## src/design/i2cadm_pkg.sv

```systemverilog
// Shared types and constants for the I2C converter bus master.
package i2cadm_pkg;

    localparam int CHANNEL_COUNT = 4;

    localparam logic [7:0] ADDR_WR   = 8'h90;
    localparam logic [7:0] ADDR_RD   = 8'h91;
    localparam logic [7:0] CTRL_MASK = 8'h77;

    localparam logic [7:0] HALF_PERIOD_RST = 8'd5;

    // Index of the final received byte: address, control, read address, dummy, then samples.
    localparam logic [2:0] LAST_BYTE = 3'(3 + CHANNEL_COUNT);
    localparam logic [2:0] FIRST_SAMPLE = 3'd4;

    localparam int PADDR_W = 3;
    localparam int PDATA_W = 32;
    localparam logic [0:0] REG_HALF_PERIOD = 1'b0;

    typedef enum logic [3:0] {
        PH_IDLE,
        PH_START_A,
        PH_START_B,
        PH_START_C,
        PH_TX_LOW,
        PH_TX_HIGH,
        PH_TACK_LOW,
        PH_TACK_HIGH,
        PH_RX_LOW,
        PH_RX_HIGH,
        PH_MACK_LOW,
        PH_MACK_HIGH,
        PH_REP_LOW,
        PH_STOP_A,
        PH_STOP_B,
        PH_STOP_C
    } t_phase;

    typedef struct packed {
        logic       start_request;
        logic       mode;
        logic [7:0] control_byte;
        logic [7:0] dac_value;
        logic       sda_in;
    } t_in_word;

    typedef struct packed {
        logic       scl_level;
        logic       sda_release;
        logic       busy_res;
        logic       sample_valid;
        logic [1:0] sample_channel;
        logic [7:0] sample_value;
        logic       done_res;
        logic       ack_error;
    } t_out_word;

endpackage

```

## src/design/i2cadm_in_if.sv

```systemverilog
// Input word channel: valid/ready handshake carrying one bus tick.
interface i2cadm_in_if;
    import i2cadm_pkg::*;

    logic     valid;
    logic     ready;
    t_in_word data;

    modport source (output valid, output data, input ready);
    modport sink   (input valid, input data, output ready);
endinterface

```

## src/design/i2cadm_out_if.sv

```systemverilog
// Output word channel: valid/ready handshake carrying the bus levels of one tick.
interface i2cadm_out_if;
    import i2cadm_pkg::*;

    logic      valid;
    logic      ready;
    t_out_word data;

    modport source (output valid, output data, input ready);
    modport sink   (input valid, input data, output ready);
endinterface

```

## src/design/i2cadm_seq.sv

```systemverilog
// Bus sequencer: phase state machine, bit/byte counters and shift register.
module i2cadm_seq (
    input  logic                  i_clk,
    input  logic                  i_rst_n,
    input  logic                  i_advance,
    input  i2cadm_pkg::t_in_word  i_word,
    input  logic [7:0]            i_half_period,
    output i2cadm_pkg::t_out_word o_res
);
    import i2cadm_pkg::*;

    t_phase     r_phase, n_phase;
    logic [7:0] r_tick, n_tick;
    logic [2:0] r_bit, n_bit;
    logic [2:0] r_byte, n_byte;
    logic [7:0] r_shift, n_shift;
    logic       r_mode, n_mode;
    logic [7:0] r_ctrl, n_ctrl;
    logic [7:0] r_data, n_data;
    logic       r_err, n_err;

    logic       w_end;
    logic       w_last_rx;
    logic [7:0] w_rx_byte;

    function automatic logic [7:0] f_load(input logic [2:0] byte_idx, input logic mode,
                                          input logic [7:0] ctrl, input logic [7:0] data);
        logic [7:0] v;
        if (byte_idx == 3'd0) begin
            v = ADDR_WR;
        end else if (byte_idx == 3'd1) begin
            v = mode ? (ctrl & CTRL_MASK) : ctrl;
        end else if (mode) begin
            v = data;
        end else begin
            v = ADDR_RD;
        end
        return v;
    endfunction

    // A zero half period behaves as one: the compare is then always true.
    assign w_end     = ({1'b0, r_tick} + 9'd1) >= {1'b0, i_half_period};
    assign w_last_rx = r_byte >= LAST_BYTE;
    assign w_rx_byte = {r_shift[6:0], i_word.sda_in};

    // Next state
    always_comb begin
        n_phase = r_phase;
        n_tick  = r_tick;
        n_bit   = r_bit;
        n_byte  = r_byte;
        n_shift = r_shift;
        n_mode  = r_mode;
        n_ctrl  = r_ctrl;
        n_data  = r_data;
        n_err   = r_err;
        if (r_phase == PH_IDLE) begin
            if (i_word.start_request) begin
                n_mode  = i_word.mode;
                n_ctrl  = i_word.control_byte;
                n_data  = i_word.dac_value;
                n_err   = 1'b0;
                n_bit   = '0;
                n_byte  = '0;
                n_tick  = '0;
                n_shift = ADDR_WR;
                n_phase = PH_START_A;
            end
        end else if (!w_end) begin
            n_tick = r_tick + 8'd1;
        end else begin
            n_tick = '0;
            case (r_phase)
                PH_START_A: n_phase = PH_START_B;
                PH_START_B: n_phase = PH_START_C;
                PH_START_C: n_phase = PH_TX_LOW;
                PH_TX_LOW:  n_phase = PH_TX_HIGH;
                PH_TX_HIGH: begin
                    n_shift = {r_shift[6:0], 1'b0};
                    n_bit   = r_bit + 3'd1;
                    n_phase = (r_bit == 3'd7) ? PH_TACK_LOW : PH_TX_LOW;
                end
                PH_TACK_LOW: n_phase = PH_TACK_HIGH;
                PH_TACK_HIGH: begin
                    if (i_word.sda_in) begin
                        // slave did not acknowledge
                        n_err   = 1'b1;
                        n_phase = PH_STOP_A;
                    end else if (r_mode) begin
                        if (r_byte >= 3'd2) begin
                            n_phase = PH_STOP_A;
                        end else begin
                            n_byte  = r_byte + 3'd1;
                            n_shift = f_load(r_byte + 3'd1, r_mode, r_ctrl, r_data);
                            n_phase = PH_TX_LOW;
                        end
                    end else if (r_byte == 3'd0) begin
                        n_byte  = 3'd1;
                        n_shift = f_load(3'd1, r_mode, r_ctrl, r_data);
                        n_phase = PH_TX_LOW;
                    end else if (r_byte == 3'd1) begin
                        n_byte  = 3'd2;
                        n_shift = f_load(3'd2, r_mode, r_ctrl, r_data);
                        n_phase = PH_REP_LOW;
                    end else begin
                        n_byte  = 3'd3;
                        n_shift = '0;
                        n_phase = PH_RX_LOW;
                    end
                end
                PH_REP_LOW: n_phase = PH_START_A;
                PH_RX_LOW:  n_phase = PH_RX_HIGH;
                PH_RX_HIGH: begin
                    n_shift = w_rx_byte;
                    n_bit   = r_bit + 3'd1;
                    n_phase = (r_bit == 3'd7) ? PH_MACK_LOW : PH_RX_LOW;
                end
                PH_MACK_LOW: n_phase = PH_MACK_HIGH;
                PH_MACK_HIGH: begin
                    if (w_last_rx) begin
                        n_phase = PH_STOP_A;
                    end else begin
                        n_byte  = r_byte + 3'd1;
                        n_shift = '0;
                        n_phase = PH_RX_LOW;
                    end
                end
                PH_STOP_A: n_phase = PH_STOP_B;
                PH_STOP_B: n_phase = PH_STOP_C;
                PH_STOP_C: n_phase = PH_IDLE;
                default:   n_phase = PH_IDLE;
            endcase
        end
    end

    // Outputs: bus levels from the phase at the start of the tick
    always_comb begin
        o_res = '0;
        o_res.scl_level   = 1'b1;
        o_res.sda_release = 1'b1;
        o_res.busy_res    = 1'b1;
        case (r_phase)
            PH_START_A: begin
                o_res.scl_level = 1'b1; o_res.sda_release = 1'b1;
            end
            PH_START_B: begin
                o_res.scl_level = 1'b1; o_res.sda_release = 1'b0;
            end
            PH_START_C: begin
                o_res.scl_level = 1'b0; o_res.sda_release = 1'b0;
            end
            PH_TX_LOW: begin
                o_res.scl_level = 1'b0; o_res.sda_release = r_shift[7];
            end
            PH_TX_HIGH: begin
                o_res.scl_level = 1'b1; o_res.sda_release = r_shift[7];
            end
            PH_TACK_LOW, PH_RX_LOW, PH_REP_LOW: begin
                o_res.scl_level = 1'b0; o_res.sda_release = 1'b1;
            end
            PH_TACK_HIGH, PH_RX_HIGH: begin
                o_res.scl_level = 1'b1; o_res.sda_release = 1'b1;
            end
            // master acks every byte but the last
            PH_MACK_LOW: begin
                o_res.scl_level = 1'b0; o_res.sda_release = w_last_rx;
            end
            PH_MACK_HIGH: begin
                o_res.scl_level = 1'b1; o_res.sda_release = w_last_rx;
            end
            PH_STOP_A: begin
                o_res.scl_level = 1'b0; o_res.sda_release = 1'b0;
            end
            PH_STOP_B: begin
                o_res.scl_level = 1'b1; o_res.sda_release = 1'b0;
            end
            PH_STOP_C: begin
                o_res.scl_level = 1'b1; o_res.sda_release = 1'b1;
                o_res.done_res  = w_end;
                o_res.ack_error = w_end & r_err;
            end
            default: begin
                o_res.busy_res = 1'b0;
            end
        endcase
        if (r_phase == PH_RX_HIGH && w_end && r_bit == 3'd7 && r_byte >= FIRST_SAMPLE) begin
            o_res.sample_valid   = 1'b1;
            o_res.sample_channel = 2'(r_byte - FIRST_SAMPLE);
            o_res.sample_value   = w_rx_byte;
        end
    end

    always_ff @(posedge i_clk) begin
        if (!i_rst_n) begin
            r_phase <= PH_IDLE;
            r_tick  <= '0;
            r_bit   <= '0;
            r_byte  <= '0;
            r_err   <= 1'b0;
        end else if (i_advance) begin
            r_phase <= n_phase;
            r_tick  <= n_tick;
            r_bit   <= n_bit;
            r_byte  <= n_byte;
            r_err   <= n_err;
        end
    end

    always_ff @(posedge i_clk) begin
        if (i_advance) begin
            r_shift <= n_shift;
            r_mode  <= n_mode;
            r_ctrl  <= n_ctrl;
            r_data  <= n_data;
        end
    end

endmodule

```

## src/design/i2c_adc_dac_master_sequencer_core.sv

```systemverilog
// Top level: I2C converter bus master with word handshakes and APB register.
//
//  channel  | dir | payload                                   | handshake
//  ---------+-----+-------------------------------------------+-------------
//  i_in     | in  | start_request mode control_byte dac_value | valid/ready
//           |     | sda_in                                    |
//  o_out    | out | scl/sda levels, busy, sample, done, error | valid/ready
//  APB      | in  | half_period_ticks at byte address 0       | psel/penable
//
// One word in, one word out; a word is taken every clock while the output
// register is empty or being drained, so the sustained rate is one word per cycle.
// Results are registered: sequencer state and result register update together.
// A stalled output holds its word and stops input acceptance; nothing is lost.
// Synchronous reset puts the bus idle with a half period of five ticks.
module i2c_adc_dac_master_sequencer_core (
    input  logic                              i_clk,
    input  logic                              i_rst_n,
    i2cadm_in_if.sink                         i_in,
    i2cadm_out_if.source                      o_out,
    input  logic                              psel,
    input  logic                              penable,
    input  logic                              pwrite,
    input  logic [i2cadm_pkg::PADDR_W-1:0]    paddr,
    input  logic [i2cadm_pkg::PDATA_W-1:0]    pwdata,
    output logic [i2cadm_pkg::PDATA_W-1:0]    prdata,
    output logic                              pready
);
    import i2cadm_pkg::*;

    logic [7:0] r_hp;
    logic       w_sel_hp;
    logic       w_accept;
    logic       r_out_valid;
    t_out_word  r_out;
    t_out_word  w_res;

    assign pready   = 1'b1;
    assign w_sel_hp = paddr[PADDR_W-1] == REG_HALF_PERIOD;
    assign prdata   = w_sel_hp ? PDATA_W'(r_hp) : '0;

    always_ff @(posedge i_clk) begin
        if (!i_rst_n) begin
            r_hp <= HALF_PERIOD_RST;
        end else if (psel && penable && pwrite && w_sel_hp) begin
            r_hp <= pwdata[7:0];
        end
    end

    assign i_in.ready = !r_out_valid || o_out.ready;
    assign w_accept   = i_in.valid && i_in.ready;

    i2cadm_seq u_seq (
        .i_clk         (i_clk),
        .i_rst_n       (i_rst_n),
        .i_advance     (w_accept),
        .i_word        (i_in.data),
        .i_half_period (r_hp),
        .o_res         (w_res)
    );

    always_ff @(posedge i_clk) begin
        if (!i_rst_n) begin
            r_out_valid <= 1'b0;
        end else if (w_accept) begin
            r_out_valid <= 1'b1;
        end else if (o_out.ready) begin
            r_out_valid <= 1'b0;
        end
    end

    always_ff @(posedge i_clk) begin
        if (w_accept) begin
            r_out <= w_res;
        end
    end

    assign o_out.valid = r_out_valid;
    assign o_out.data  = r_out;

    a_done_not_sample: assert property (@(posedge i_clk) disable iff (!i_rst_n)
        r_out_valid |-> !(r_out.done_res && r_out.sample_valid))
        else $error("done and sample in the same word");

    a_error_with_done: assert property (@(posedge i_clk) disable iff (!i_rst_n)
        r_out_valid && r_out.ack_error |-> r_out.done_res)
        else $error("ack error without done");

    a_idle_lines: assert property (@(posedge i_clk) disable iff (!i_rst_n)
        r_out_valid && !r_out.busy_res |-> r_out.scl_level && r_out.sda_release)
        else $error("bus lines not released while idle");

endmodule

```

## src/flat_wrapper.sv

```systemverilog
// flat-port wrapper written by rule: the top's interface ports become plain ports
module i2c_adc_dac_master_sequencer_core_flat import i2cadm_pkg::*;
  (i_clk, i_rst_n, psel, penable, pwrite, paddr, pwdata, prdata, pready, i_in_valid, i_in_data, i_in_ready, o_out_valid, o_out_data, o_out_ready);
  i2cadm_in_if i_in_i ();
  i2cadm_out_if o_out_i ();
  input  logic i_clk;
  input  logic i_rst_n;
  input  logic psel;
  input  logic penable;
  input  logic pwrite;
  input  logic [i2cadm_pkg::PADDR_W-1:0] paddr;
  input  logic [i2cadm_pkg::PDATA_W-1:0] pwdata;
  output logic [i2cadm_pkg::PDATA_W-1:0] prdata;
  output logic pready;
  input wire logic [$bits(i_in_i.valid)-1:0] i_in_valid;
  input wire logic [$bits(i_in_i.data)-1:0] i_in_data;
  output wire logic [$bits(i_in_i.ready)-1:0] i_in_ready;
  output wire logic [$bits(o_out_i.valid)-1:0] o_out_valid;
  output wire logic [$bits(o_out_i.data)-1:0] o_out_data;
  input wire logic [$bits(o_out_i.ready)-1:0] o_out_ready;
  assign i_in_i.valid = i_in_valid;
  assign i_in_i.data = i_in_data;
  assign i_in_ready = i_in_i.ready;
  assign o_out_valid = o_out_i.valid;
  assign o_out_data = o_out_i.data;
  assign o_out_i.ready = o_out_ready;
  i2c_adc_dac_master_sequencer_core u_core (.i_clk(i_clk), .i_rst_n(i_rst_n), .i_in(i_in_i), .o_out(o_out_i), .psel(psel), .penable(penable), .pwrite(pwrite), .paddr(paddr), .pwdata(pwdata), .prdata(prdata), .pready(pready));
endmodule
```

## config.mk

```make
export PLATFORM = sky130hd
export DESIGN_NAME = i2c_adc_dac_master_sequencer_core_flat
export DESIGN_NICKNAME = d
export VERILOG_FILES = /design/src/design/i2cadm_pkg.sv /design/src/design/i2cadm_in_if.sv /design/src/design/i2cadm_out_if.sv /design/src/design/i2cadm_seq.sv /design/src/design/i2c_adc_dac_master_sequencer_core.sv /design/src/flat_wrapper.sv
export SDC_FILE = /design/constraint.sdc
export NUM_CORES = 1
export LEC_CHECK = 0
export ABC_AREA = 1
export BUFFER_PORTS_ARGS = -buffer_cell sky130_fd_sc_hd__buf_2
export CORE_AREA = 2 2 104 106
export DETAILED_ROUTE_END_ITERATION = 8
export DIE_AREA = 0 0 106 108
export MAX_ROUTING_LAYER = met4
export SETUP_SLACK_MARGIN = 0.1
export SYNTH_ARGS = -nofsm -noshare
export SYNTH_HDL_FRONTEND = slang
export SYNTH_HIERARCHICAL = 1
export SYNTH_SLANG_ARGS = --single-unit
```

## constraint.sdc

```tcl
create_clock -name i_clk -period 4.6 [get_ports i_clk]
set_clock_uncertainty 0.15 [all_clocks]
set_input_delay 0.92 -clock i_clk [delete_from_list [all_inputs] [get_ports i_clk]]
set_output_delay 0.92 -clock i_clk [all_outputs]
set_load 0.02 [all_outputs]
```

==> results.py <==
metrics = {
    "route": {
        "drt_first_pass_iters": 4,
        "vias": 2972,
        "wl_um": 7680,
        "detail_route.wl_per_cell_um": 11.7,
        "drt-initial-drc-count": 176,
        "drc": 0,
        "drtAntennaViolNets": 0,
        "avgViaCountPerCell": 4.54,
    },
    "critical_path": {
        "start_kind": "register",
        "critPathSlowestCell": "nand4_1",
        "worstPathArrival_ns": 2.83,
        "cp_cell_sequence": "ha_1, nand3_1, xnor2_1, ha_1, nand2_1, nor2_1, nand2_1, nand3_1, nand2_1, nand2_1, nand2_1, nand2_1, nand4_1, nor2_1",
        "critPathCaptureType": "register",
        "path_class": "register to register",
        "max_stage_delay_ns": 0.41,
        "crit_fanout": 11,
        "crit_required_ns": 4.63,
        "cp_common_cell": "nand2_1",
    },
    "yosys": {
        "synth_top_area_cell": "edfxtp_1",
        "syn_area_per_cell_um2": 8.62,
        "syn_area_mm2": 0.00387,
        "synth_area_leaders": "edfxtp_1 (32%), dfxtp_1 (14%), nand2_1 (6.6%)",
        "yosysUniqueCellTypes": 46,
        "synth_edf_count": 41,
        "synth_top_cell_area_share": 0.318,
        "yosysSeqAreaShare": 0.463,
        "synthArstFlopShare": 0,
        "synth-seq-cells": 69,
        "yosys_warnings": 6,
        "synth_flop_cell": "edfxtp_1",
        "netlist_instances": 449,
    },
    "global_routing": {
        "busiest_layer": "met2",
        "grt_first_pass_wirelength_um": 12900,
        "grt_max_degree": 22,
        "grt_use_met3": 0.0169,
        "grt_pass1_vias": 2765,
        "use_met1": 0.190,
        "gr-total-overflow": 0,
        "antenna_found_initial": 0,
        "track_usage": 0.146,
        "grtUsageMet2": 0.232,
    },
    "clock_tree": {
        "cts_buffers": 9,
        "clock-sinks": 69,
        "insertion_delay_ns": 0.34,
        "cts_buffer_depth": 2,
        "cts_tree": "built",
        "root_buffer": "clkbuf_8",
        "clkSlewWorstSetupHoldPaths_ns": 0.08,
        "ctsHoldBuffers": 0,
        "cts_setup_buffers": 0,
        "htreeDepth": 3,
        "post_cts_resize_count": 0,
    },
    "final_layout": {
        "nets": 591,
        "synthToLayoutAreaGrowth_pct": 13.8,
        "regArea_mm2": 0.00179,
        "multi_input_area_mm2": 0.00165,
        "drive_gt1_frac": 0.237,
        "diodes": 0,
        "n_fill_cell": 1002,
        "fin_area_mm2": 0.00440,
    },
    "placement": {
        "dp_slack_ns": 1.75,
        "hpwl_um": 5860,
        "portBuffers": 60,
        "place_congestion": 0.836,
        "dpl-instance-area_mm2": 0.00421,
    },
    "timing": {
        "finalSetupViolCount": 0,
        "drv_slew": 0,
        "hold_viol": 0,
        "maxSlewHeadroom": 0.554,
        "period_needed_ns": 2.80,
        "tightest_slew_ns": 0.668,
        "grt_setup_unrepaired": "false",
        "fin_setup_tns_ns": 0,
        "max_freq_ghz": 0.357,
        "min_period_over_period": 0.609,
        "worst_slack_ns": 1.80,
    },
    "floorplanning": {
        "chipHeight_um": 108,
        "die-area_mm2": 0.0114,
        "coreArea_mm2": 0.0102,
        "initial_core_util": 0.378,
        "die_w_um": 106,
        "io_pins": 112,
        "rows": 37,
    },
    "hold_path": {
        "worstHoldPathType": "register to register",
    },
    "pwr": {
        "p_per_area_mw_per_mm2": 347,
        "peakVddDrop_v": 0.000162,
        "p_total_mw": 1.53,
        "p_leak_nw": 2.03,
    },
    "flow_run": {
        "maxCapViolCount": 0,
    },
    "run_status": {
        "status": "finished clean",
    },
}
==> per-layer routing <==
| metal | wire length, um | up-vias |
|---|---|---|
| li1 | - | 1535 |
| met1 | 3700 | 1359 |
| met2 | 3550 | 67 |
| met3 | 305 | 11 |
| met4 | 123 | 0 |
| met5 | 0 | - |
==> worst paths after layout <==
path / endpoint / from / slack (ns) / cells after the start
worst max register to register: u_core/o_out.data[10]$_DFFE_PP_ / u_core/u_seq/r_tick[0]$_SDFFE_PN0P_ / 1.80 / 14
worst max-delay path: u_core/o_out.data[10]$_DFFE_PP_ / u_core/u_seq/r_tick[0]$_SDFFE_PN0P_ / 1.80 / 14
worst min register to register: u_core/u_seq/r_bit[1]$_SDFFE_PN0P_ / u_core/u_seq/r_bit[1]$_SDFFE_PN0P_ / 0.32 / 2
worst min-delay path: u_core/u_seq/r_bit[1]$_SDFFE_PN0P_ / u_core/u_seq/r_bit[1]$_SDFFE_PN0P_ / 0.32 / 2
==> cells in the mapped netlist, types with 3 or more instances <==
cell type and instances:
inv_1 66, nor2_4 3, inv_2 5, o21ai_0 13, edfxtp_1 41, nand4_1 7, buf_4 26, xor2_1 5
nor3_2 4, a32o_1 5, nor3_1 4, a21oi_1 12, nand3_1 26, ha_1 17, nand2_2 5, nor2_2 14
dfxtp_1 28, nor2_1 60, nand2_1 68
==> final cells by class <==
type                            count  area share
Sequential cell                    69       0.407
Timing Repair Buffer               62      0.0716
Clock inverter                      7      0.0170
Clock buffer                        9      0.0281
Inverter                           73      0.0625
Multi-Input combinational cell    298       0.375
Tap cell                          136      0.0386
==> registers in the layout, indices dropped and copies added, names as in the netlist <==
name / cells
u_core/o_out.data: 16
u_core/r_hp: 8
u_core/u_seq/r_ctrl: 8
u_core/u_seq/r_data: 8
u_core/u_seq/r_shift: 8
u_core/u_seq/r_tick: 8
u_core/u_seq/r_phase: 4
u_core/u_seq/r_bit: 3
u_core/u_seq/r_byte: 3
u_core/o_out.valid: 1
u_core/u_seq/r_err: 1
u_core/u_seq/r_mode: 1
==> power breakdown <==
group          switching (mW)  internal (mW)
registers              0.0270          0.700
logic                   0.208         0.0969
clock network           0.243          0.252
total                   0.477           1.05
==> stage by stage <==
stage	std cells	utilization	hold slack (ns)
after detailed placement	638	0.411	0.311
after global routing	654	0.430	0.353
final	654	0.430	0.324
after CTS	654	0.430	0.323
after floorplan	472	-	0.282
after global placement	638	0.411	0.301
==> logic make-up after synthesis <==
family	after synthesis	share of synthesized area
AND/OR/NAND/NOR	198	0.244
AO/OA/AOI/OAI	52	0.0899
other	2	0.00194
flip-flops	69	0.463
XOR/XNOR	6	0.0136
adder cells (fa/ha/maj)	17	0.0550
buffers and inverters	105	0.133
==> layout by cell type (no fill, tap or decap), types with 7 or more instances in the layout <==
cell type  instances
nor2_2            14
o21ai_0           13
ha_1              17
nor2_1            60
a21oi_1           11
clkbuf_8           9
inv_1             66
nand3_1           26
nand2_1           68
nand4_1            7
edfxtp_1          41
buf_2             60
conb_1            25
dfxtp_1           28
==> critical path, delay by kind of cell (launching register included) <==
family / cells / cell delay [ns]
simple gates: 11 / 1.40
fa+ha+maj: 2 / 0.51
flops: 1 / 0.40
xor+xnor: 1 / 0.17
No activity file was read; power rests on OpenSTA's default activity.
